$ cat src/rtl/core/sba_pkg.sv
// Shared types, operation codes and a helper for the slot bitmap allocator.
package sba_pkg;

   localparam int MAX_SLOTS = 64;
   localparam int MAX_IDX_W = 6;
   localparam int DEF_SLOTS = 16;

   localparam logic [1:0] OP_ALLOC   = 2'd0;
   localparam logic [1:0] OP_FREE    = 2'd1;
   localparam logic [1:0] OP_ADVANCE = 2'd2;
   localparam logic [1:0] OP_STATUS  = 2'd3;

   typedef struct packed {
      logic                 found;
      logic [MAX_IDX_W-1:0] idx;
   } hit_type;

   typedef struct packed {
      logic [4:0] used_count;
      logic [3:0] active_slot;
      logic       granted;
      logic [3:0] granted_slot;
   } rsp_type;

   // lowest set bit of a padded map
   function automatic hit_type lowest_set(input logic [MAX_SLOTS-1:0] v);
      hit_type h;
      h.found = 1'b0;
      h.idx   = '0;
      for (int i = MAX_SLOTS - 1; i >= 0; i--) begin
         if (v[i]) begin
            h.found = 1'b1;
            h.idx   = MAX_IDX_W'(i);
         end
      end
      return h;
   endfunction

endpackage

$ cat src/rtl/core/sba_engine.sv
// Slot map, active pointer and used count with their update logic.
module sba_engine #(
   parameter int SLOTS = sba_pkg::DEF_SLOTS
) (
   input  logic             clock,
   input  logic             reset,
   input  logic             step,
   input  logic [1:0]       op,
   input  logic [3:0]       slot_index,
   output sba_pkg::rsp_type rsp
);

   localparam int PW = (SLOTS > 1) ? $clog2(SLOTS) : 1;
   localparam int CW = $clog2(SLOTS + 1);

   logic [SLOTS-1:0] map_ff, map_in;
   logic [PW-1:0]    ptr_ff, ptr_in;
   logic [CW-1:0]    count_ff, count_in;

   logic [SLOTS-1:0] clr, set, hi, map_free, adv_map;
   sba_pkg::hit_type free_hit, hi_hit, all_hit;
   logic             has_free, in_range, ptr_match, granted;
   logic [PW-1:0]    next_ptr;
   logic [7:0]       ptr_wide, cnt_wide;

   always_comb begin
      has_free  = |(~map_ff);
      free_hit  = sba_pkg::lowest_set(sba_pkg::MAX_SLOTS'(~map_ff));
      in_range  = 8'(slot_index) < 8'(SLOTS);
      ptr_match = 8'(slot_index) == 8'(ptr_ff);
      for (int i = 0; i < SLOTS; i++) begin
         clr[i] = 8'(i) == 8'(slot_index);
         set[i] = 8'(i) == 8'(free_hit.idx);
         hi[i]  = 8'(i) > 8'(ptr_ff);
      end
      map_free = map_ff & ~clr;
      adv_map  = (op == sba_pkg::OP_FREE) ? map_free : map_ff;
      hi_hit   = sba_pkg::lowest_set(sba_pkg::MAX_SLOTS'(adv_map & hi));
      all_hit  = sba_pkg::lowest_set(sba_pkg::MAX_SLOTS'(adv_map));
      if (hi_hit.found) begin
         next_ptr = hi_hit.idx[PW-1:0];
      end else if (all_hit.found) begin
         next_ptr = all_hit.idx[PW-1:0];
      end else begin
         next_ptr = ptr_ff;
      end

      map_in   = map_ff;
      ptr_in   = ptr_ff;
      count_in = count_ff;
      granted  = 1'b0;
      unique case (op)
         sba_pkg::OP_ALLOC: begin
            if (has_free) begin
               granted  = 1'b1;
               map_in   = map_ff | set;
               count_in = count_ff + 1'b1;
               if (count_ff == '0) begin
                  ptr_in = '0;
               end
            end
         end
         sba_pkg::OP_FREE: begin
            if (in_range) begin
               map_in   = map_free;
               count_in = count_ff - CW'(|(map_ff & clr));
               if (ptr_match) begin
                  ptr_in = next_ptr;
               end
            end
         end
         sba_pkg::OP_ADVANCE: begin
            ptr_in = next_ptr;
         end
         sba_pkg::OP_STATUS: begin
         end
         default: begin
         end
      endcase

      ptr_wide         = 8'(ptr_in);
      cnt_wide         = 8'(count_in);
      rsp.granted      = granted;
      rsp.granted_slot = granted ? free_hit.idx[3:0] : 4'd0;
      rsp.active_slot  = ptr_wide[3:0];
      rsp.used_count   = cnt_wide[4:0];
   end

   always_ff @(posedge clock) begin
      if (reset) begin
         map_ff   <= '0;
         ptr_ff   <= '0;
         count_ff <= '0;
      end else if (step) begin
         map_ff   <= map_in;
         ptr_ff   <= ptr_in;
         count_ff <= count_in;
      end
   end

   a_count_tracks_map: assert property (@(posedge clock) disable iff (reset)
      $countones(map_ff) == int'(count_ff))
      else $error("used count out of step with slot map");

   a_ptr_in_range: assert property (@(posedge clock) disable iff (reset)
      int'(ptr_ff) < SLOTS)
      else $error("active pointer beyond slot range");

   a_alloc_grants_when_room: assert property (@(posedge clock) disable iff (reset)
      step && op == sba_pkg::OP_ALLOC && int'(count_ff) < SLOTS |-> rsp.granted)
      else $error("allocate refused with free slots left");

   a_status_keeps_state: assert property (@(posedge clock) disable iff (reset)
      step && op == sba_pkg::OP_STATUS |=> map_ff == $past(map_ff) && ptr_ff == $past(ptr_ff))
      else $error("status operation changed state");

endmodule

$ cat src/rtl/core/slot_bitmap_allocator_rr_top.sv
// Slot bitmap allocator top level: input word register, update engine, result register.
//
// Usage:
//   Each word on the req_ channel carries one operation in req_tuser (allocate,
//   free, advance pointer, status) and a slot number in req_tdata, used by free.
//   Every accepted word yields exactly one rsp_ word with the granted slot and
//   flag, the active pointer and the used count after that operation.
//   Each accepted word is held in the input register; then the map, pointer and
//   count update and the result land in the result register together. Throughput
//   is one word per cycle while results are taken; the update path is three
//   priority encoders over the slot map, so a word can follow in the very next
//   cycle and sees the state the previous one left.
//   Reset (synchronous, active high) empties the map, sets the pointer and
//   count to zero and drops both pipeline registers; nothing is needed after.
//   When rsp_tready is low the result register holds, the input register
//   fills, and req_tready drops until the result is taken.
module slot_bitmap_allocator_rr_top #(
   parameter int SLOTS = sba_pkg::DEF_SLOTS
) (
   input  logic        clock,
   input  logic        reset,
   input  logic        req_tvalid,
   output logic        req_tready,
   input  logic [7:0]  req_tdata,   // [3:0] slot_index, [7:4] zero
   input  logic [1:0]  req_tuser,   // [1:0] op
   output logic        rsp_tvalid,
   input  logic        rsp_tready,
   output logic [15:0] rsp_tdata    // [3:0] granted_slot, [4] granted, [8:5] active_slot,
                                    // [13:9] used_count, [15:14] zero
);

   logic             in_valid_ff;
   logic [1:0]       in_op_ff;
   logic [3:0]       in_idx_ff;
   logic             out_valid_ff;
   sba_pkg::rsp_type out_ff;
   sba_pkg::rsp_type rsp_in;
   logic             move;

   assign move       = in_valid_ff && (!out_valid_ff || rsp_tready);
   assign req_tready = !in_valid_ff || move;

   sba_engine #(
      .SLOTS(SLOTS)
   ) u_engine (
      .clock     (clock),
      .reset     (reset),
      .step      (move),
      .op        (in_op_ff),
      .slot_index(in_idx_ff),
      .rsp       (rsp_in)
   );

   always_ff @(posedge clock) begin
      if (reset) begin
         in_valid_ff  <= 1'b0;
         out_valid_ff <= 1'b0;
      end else begin
         if (req_tready) begin
            in_valid_ff <= req_tvalid;
         end
         if (move) begin
            out_valid_ff <= 1'b1;
         end else if (rsp_tready) begin
            out_valid_ff <= 1'b0;
         end
      end
   end

   always_ff @(posedge clock) begin
      if (req_tready && req_tvalid) begin
         in_op_ff  <= req_tuser;
         in_idx_ff <= req_tdata[3:0];
      end
      if (move) begin
         out_ff <= rsp_in;
      end
   end

   assign rsp_tvalid = out_valid_ff;
   assign rsp_tdata  = {2'b00, out_ff};

endmodule
$ cat config.mk
export PLATFORM = sky130hd
export DESIGN_NAME = slot_bitmap_allocator_rr_top
export DESIGN_NICKNAME = d
export VERILOG_FILES = /design/src/rtl/core/sba_pkg.sv /design/src/rtl/core/sba_engine.sv /design/src/rtl/core/slot_bitmap_allocator_rr_top.sv
export SDC_FILE = /design/constraint.sdc
export NUM_CORES = 1
export LEC_CHECK = 0
export BUFFER_PORTS_ARGS = -buffer_cell sky130_fd_sc_hd__buf_2
export CAP_MARGIN = 5
export CORE_ASPECT_RATIO = 1.1
export CORE_MARGIN = 4
export CORE_UTILIZATION = 50
export DETAILED_ROUTE_END_ITERATION = 8
export PLACE_DENSITY = 0.69
export REMOVE_ABC_BUFFERS = 1
export SLEW_MARGIN = 20
export SYNTH_ARGS = -nofsm -noshare
export SYNTH_HDL_FRONTEND = slang
export SYNTH_SLANG_ARGS = --single-unit
export TNS_END_PERCENT = 1
$ cat constraint.sdc
create_clock -name clock -period 4.1 [get_ports clock]
set_clock_uncertainty 0.1 [all_clocks]
set_input_delay 0.82 -clock clock [delete_from_list [all_inputs] [get_ports clock]]
set_output_delay 0.82 -clock clock [all_outputs]
set_load 0.05 [all_outputs]
======== Word level (Yosys, flattened, before mapping) ========
Index checks and enable logic that the tools add are counted.
word-level totals
  flip-flop bits (word level) ............. 47
  input port bits ......................... 14
operators by class
  add/sub/neg operators ................... 2
  muxes and demuxes ....................... 159
  equality and inequality tests ........... 34
  bitwise logic cells ..................... 7
  reduce and logical (&&, ||, !) cells .... 15
  $lt $le $gt $ge ......................... 15
operator list
  kind                                                           number
  2-to-1 mux 7 bit                                               80
  2-to-1 mux 6 bit                                               64
  inverter 16 -> 64 bit                                          1
  AND 16 bit                                                     3
  equality test 4 x 6 -> 1 bit (first input constant)            8
  equality test 4 bit (first input constant)                     8
  greater-than comparator 4 bit (first input constant)           8
  2-to-1 mux 16 bit                                              2
  inverter 16 bit                                                2
  one-hot mux 16 bit (2 select lines)                            1
  OR reduction 16 bit                                            2
  equality test 3 x 6 -> 1 bit (first input constant)            4
  2-to-1 mux 4 bit                                               5
  equality test 3 x 4 -> 1 bit (first input constant)            4
  greater-than comparator 3 x 4 -> 1 bit (first input constant)  4
  bitwise OR 16 bit                                              1
  equality test 2 x 6 -> 1 bit (first input constant)            2
  one-hot mux 4 bit (3 select lines)                             1
  one-hot mux 5 bit (2 select lines)                             1
  equality test 2 x 4 -> 1 bit (first input constant)            2
  greater-than comparator 2 x 4 -> 1 bit (first input constant)  2
  equality test 1 x 6 -> 1 bit (first input constant)            1
  logical NOT 6 bit                                              1
  adder 5 x 1 -> 5 bit (second input constant)                   1
  17 further kinds                                               24

======== Logic depth before layout (Yosys ltp) ========
  word-level depth ........................ 69
  gate-level depth with buffers ........... 17

======== Cells and area by module ========
A second synthesis with hierarchy kept.
unflattened totals
  cells, all modules ...................... 420
  area total of the unflattened synthesis .. 3407.0 sq um
modules (own cells, without submodules)
  module                        times used  area an instance (sq um)  sequential area each (sq um)  cells each
  sba_engine                    1           2683.8                    500.5                         387
  slot_bitmap_allocator_rr_top  1           723.2                     640.6                         33

======== Least setup slack after synthesis ========
No wires, ideal clock.
  kind .................................... flip-flop to flip-flop
  start ................................... reg in_idx_ff[1]
  end ..................................... reg out_ff, in the netlist rsp_tdata[13], data pin
  setup slack ............................. 0.955 ns
  setup time .............................. 0.260 ns
  required time ........................... 3.740 ns
  stages on the path, launching flop included .. 17
  arrival ................................. 2.785 ns
  clock period less this slack ............ 3.145 ns
  cell sequence ........................... edfxtp_1 -> buf_2 -> clkbuf_1 -> buf_1 -> clkbuf_1 -> nand3b_1 -> o21a_1 -> o32ai_1 -> o21ai_0 -> o211ai_1 -> ha_1 -> ha_1 -> nand2_1 -> nor3_1 -> a41oi_1 -> nor2_1 -> xor2_1
RTL lines
  item                      RTL line                            RTL
  start: declaration        slot_bitmap_allocator_rr_top.sv:34  logic [3:0] in_idx_ff;
  start signal: assignment  slot_bitmap_allocator_rr_top.sv:73  in_idx_ff <= req_tdata[3:0];
  end signal: assignment    slot_bitmap_allocator_rr_top.sv:76  out_ff <= rsp_in;
  end: declaration          slot_bitmap_allocator_rr_top.sv:36  sba_pkg::rsp_type out_ff;

==> metrics.md <==
| Metric | Value |
|---|---|
| Most Used Layer, Global Route | met2 |
| CP cell instances | nand4bb_1, buf_4, o221ai_1, o21ai_0, nor4_1, o21ai_1, a221o_1, o21ai_1, inv_1 |
| Final hold slack | 0.416 ns |
| Max Fanout on Critical Path | 15 |
| Largest stage delay, worst path | around 0.7 ns |
| Pwr dens | about 260 nW/µm² |
| Crit Path Class | flop to flop |
| CTS tree | done |
| First-pass GRT wire length | 17200 µm |
| First-pass DRT Iterations | 5 |
| Post-CTS Hold Fix Bufs | 0 |
| GR Util met1 | between 30% and 40% |
| FMAX | roughly 0.32 GHz |
| Post-DR vias/cell | 6.59 |
| Vias post-DR | approximately 3700 |
| Synthesis-stage register bit count | 47 |
| Max_cap viols | 0 |
| Die Wd | 90.1 µm |
| Area delta synth->final | 6.24% |
| R2r setup slk | 0.97 ns |
| Post-CTS setup repair buffer count | 0 |
| Post-DP HPWL | around 7700 µm |
| CP arrival | 3.11 ns |
| Synth Instances | about 470 |
| Worst path required time | slightly above 4 ns |
| CTS buffer count | 5 |
| Starting density of the core | a little over half |
| DRC | 0 |
| Worst-skew pair later-pin latency | 0.30 ns |
| Chip height | between 90 and 100 µm |
| Die Area | ~8900 µm² |
| Period utilisation layout | 76.5% |
| Reg2Reg Depth | 9 |
| # port buffers | 25 |
| Prevailing post-synth register cell | dfxtp_1 |
| Async SR Flop Fraction | 0% |
| Initial antenna violation count | 0 |
| CP endpoint kind | flop |
| RSZ-0062 raised after global routing | no |
| Mean post-synth cell area | 7.90 µm² |
| Post-DRT Antenna Nets | 0 |
| Dpl ws | ~1.0 ns |
| Core footprint | 7130 µm² |
| Most frequent CP cell | o21ai_1 |
| Grt ovf | 0 |
| CP Launch Type | flop |
| RR Endpoint | rsp_tdata[7] |
| Worst-case clock buffer depth | 2 |
| Final Util | 55.3% |
| Measured slew at the worst slew-check pin | around 0.72 ns |
| LEAKAGE | approximately 1.4 nW |
| Root Driver | clkbuf_8 |
| NumNets Final | between 400 and 500 |
| Worst vdd ir | approximately 0.17 mV |
| Initial DRC Count | 253 |
| Htree depth | 2 |
| CTS resizes | 0 |
| Max_slew headroom | 51.7% |
| Rows | 32 |
| RR Startpoint | in_op_ff[0] |
| Crit path max-delay cell type | edfxtp_1 |
| Post-synthesis sequential area ratio | about 31% |
| Hold path depth | 2 |
| Synth warnings | 0 |
| Final Max Tran Viols | 0 |
| Wirelength, routed | between 10000 and 15000 µm |
| Hold path start | in_valid_ff |
| Outcome | completed |
| GRT Total Usage | 23.4% |
| Avg WL per Cell | between 15 and 20 µm |
| Sink Count | between 40 and 50 |
| Largest net degree at the start of global routing | 29 |
| Final count of hold timing violations | 0 |
| Routability Congestion | 0.978 |
| Final WS setup | 0.965 ns |
| Inserted Diodes | 0 |
| Synth cell types | between 70 and 80 |
| Hold EP | rsp_tvalid |
| Area of the mapped netlist | around 3700 µm² |
| Setup TNS | 0 ns |
| I/O pins | 32 |
| Path category of the worst min-delay check | flop to flop |
| Share of post-route cells with drive strength above 1 | between 10% and 20% |
| M3 GR Usage | approximately 3.6% |
| EDFF count, synth | 20 |
| Final setup viols | 0 |
| Vias in the first global route | 3375 |
| Met2 global-route usage | a little under two fifths |
| Reg clk slew, reported paths | roughly 0.10 ns |
| Tmin final | approximately 3.1 ns |
-- logic make-up after synthesis --
kind of cell / after synthesis / share of synthesized area [%]
AO/OA/AOI/OAI: 158 / 30.4
XOR/XNOR: 10 / 2.36
adder cells (fa/ha/maj): 4 / 1.35
buffers and inverters: 66 / 7.53
flip-flops: 47 / 30.8
multiplexers: 5 / 1.35
other: 1 / 0.101
AND/OR/NAND/NOR: 178 / 26.1
-- how the worst max path moves through the flow --
stage	start	to	slack, ns	cells after the start
floorplan	in_idx_ff[1]	rsp_tdata[7]	1.22	8
global placement	in_idx_ff[1]	rsp_tdata[7]	1.01	9
detailed placement	in_idx_ff[1]	rsp_tdata[7]	1.02	9
CTS	in_idx_ff[1]	rsp_tdata[7]	1.01	9
global route	in_op_ff[0]	rsp_tdata[7]	0.70	9
finish	in_op_ff[0]	rsp_tdata[7]	0.97	9
-- synthesized netlist by cell type (all sizes together), types with 3 or more instances --
cell	instances	area, µm²
nor2	45	169
nand2	43	161
o21ai	39	195
clkbuf	30	113
dfxtp	27	541
edfxtp	20	601
a21oi	19	95.1
inv	18	67.6
buf	16	91.3
nand3	12	60.1
o211ai	12	90.1
nand2b	10	70.1
nor3	10	50.1
and2	9	56.3
nand4	9	56.3
xor2	9	78.8
a31oi	7	43.8
a32o	7	70.1
o21a	7	52.6
a211oi	6	45.0
o221ai	6	58.8
mux2i	5	50.1
or3	5	36.3
a21boi	4	30.0
a311oi	4	35.0
a31o	4	35.0
ha	4	50.1
nand3b	4	30.0
nor4	4	25.0
nor4b	4	47.6
o32ai	4	35.0
a211o	3	26.3
a21o	3	22.5
a41oi	3	26.3
and3	3	18.8
nand4b	3	47.5
nor2b	3	18.8
nor3b	3	22.5
o22ai	3	25.0
o2bb2ai	3	26.3
o31ai	3	22.5
-- layout by cell type (no fill, tap or decap), drive strengths merged, types with 5 or more instances in the layout --
cell    Yosys  layout
a211oi      6       6
a21oi      19      19
a31oi       7       7
a32o        7       7
and2        9       9
buf        16      37
clkbuf     30       6
dfxtp      27      27
edfxtp     20      20
inv        18      18
mux2i       5       5
nand2      43      43
nand2b     10      10
nand3      12      12
nand4       9       9
nor2       45      45
nor3       10      10
o211ai     12      12
o21a        7       7
o21ai      39      39
o221ai      6       6
or3         5       5
xor2        9       9
-- per-layer routing --
layer  vias up  wire length (µm)
li1       1752                 -
met3        17               670
met1      1731              4680
met4         0               181
met5         -                 0
met2       150              4870
-- cell type report --
class	instances	area [µm²]
fillers	710	3190
multi-input cells	357	2290
flip-flops and latches	47	1140
repair buffers	37	215
well taps	85	106
inverters	20	75.1
clock buffers	6	72.6
clock inverters	2	37.5
-- state kept, by name, summed over array words and instances (netlist names) --
signal	cells
in_valid_ff	1
in_op_ff	2
u_engine.count_ff	5
u_engine.map_ff	16
u_engine.ptr_ff	4
rsp_tdata	14
rsp_tvalid	1
in_idx_ff	4
-- critical path: cells and delay by family, from the launching register on --
kind | cells | cell delay, ns
AND/OR/NAND/NOR | 2 | 0.83
AO/OA/AOI/OAI | 5 | 1.01
flip-flops | 1 | 0.68
buffers and inverters | 2 | 0.30
-- through the flow --
stage                     cells  area [µm²]  power [W]
final                       554        3940    0.00103
after global routing        554        3940    0.00107
after CTS                   554        3940    0.00103
after detailed placement    546        3830   0.000694
after global placement      546        3830   0.000692
after floorplan             424        3510   0.000641
-- power breakdown --
| part | internal [W] | leakage, nW | total (W) | switching [W] |
|---|---|---|---|---|
| sequential | 0.000504 | 0.410 | 0.000522 | 0.0000182 |
| clock | 0.000182 | 0.0514 | 0.000341 | 0.000159 |
| combinational | 0.0000484 | 0.921 | 0.000164 | 0.000115 |
Power figures use the tool's default switching activity.
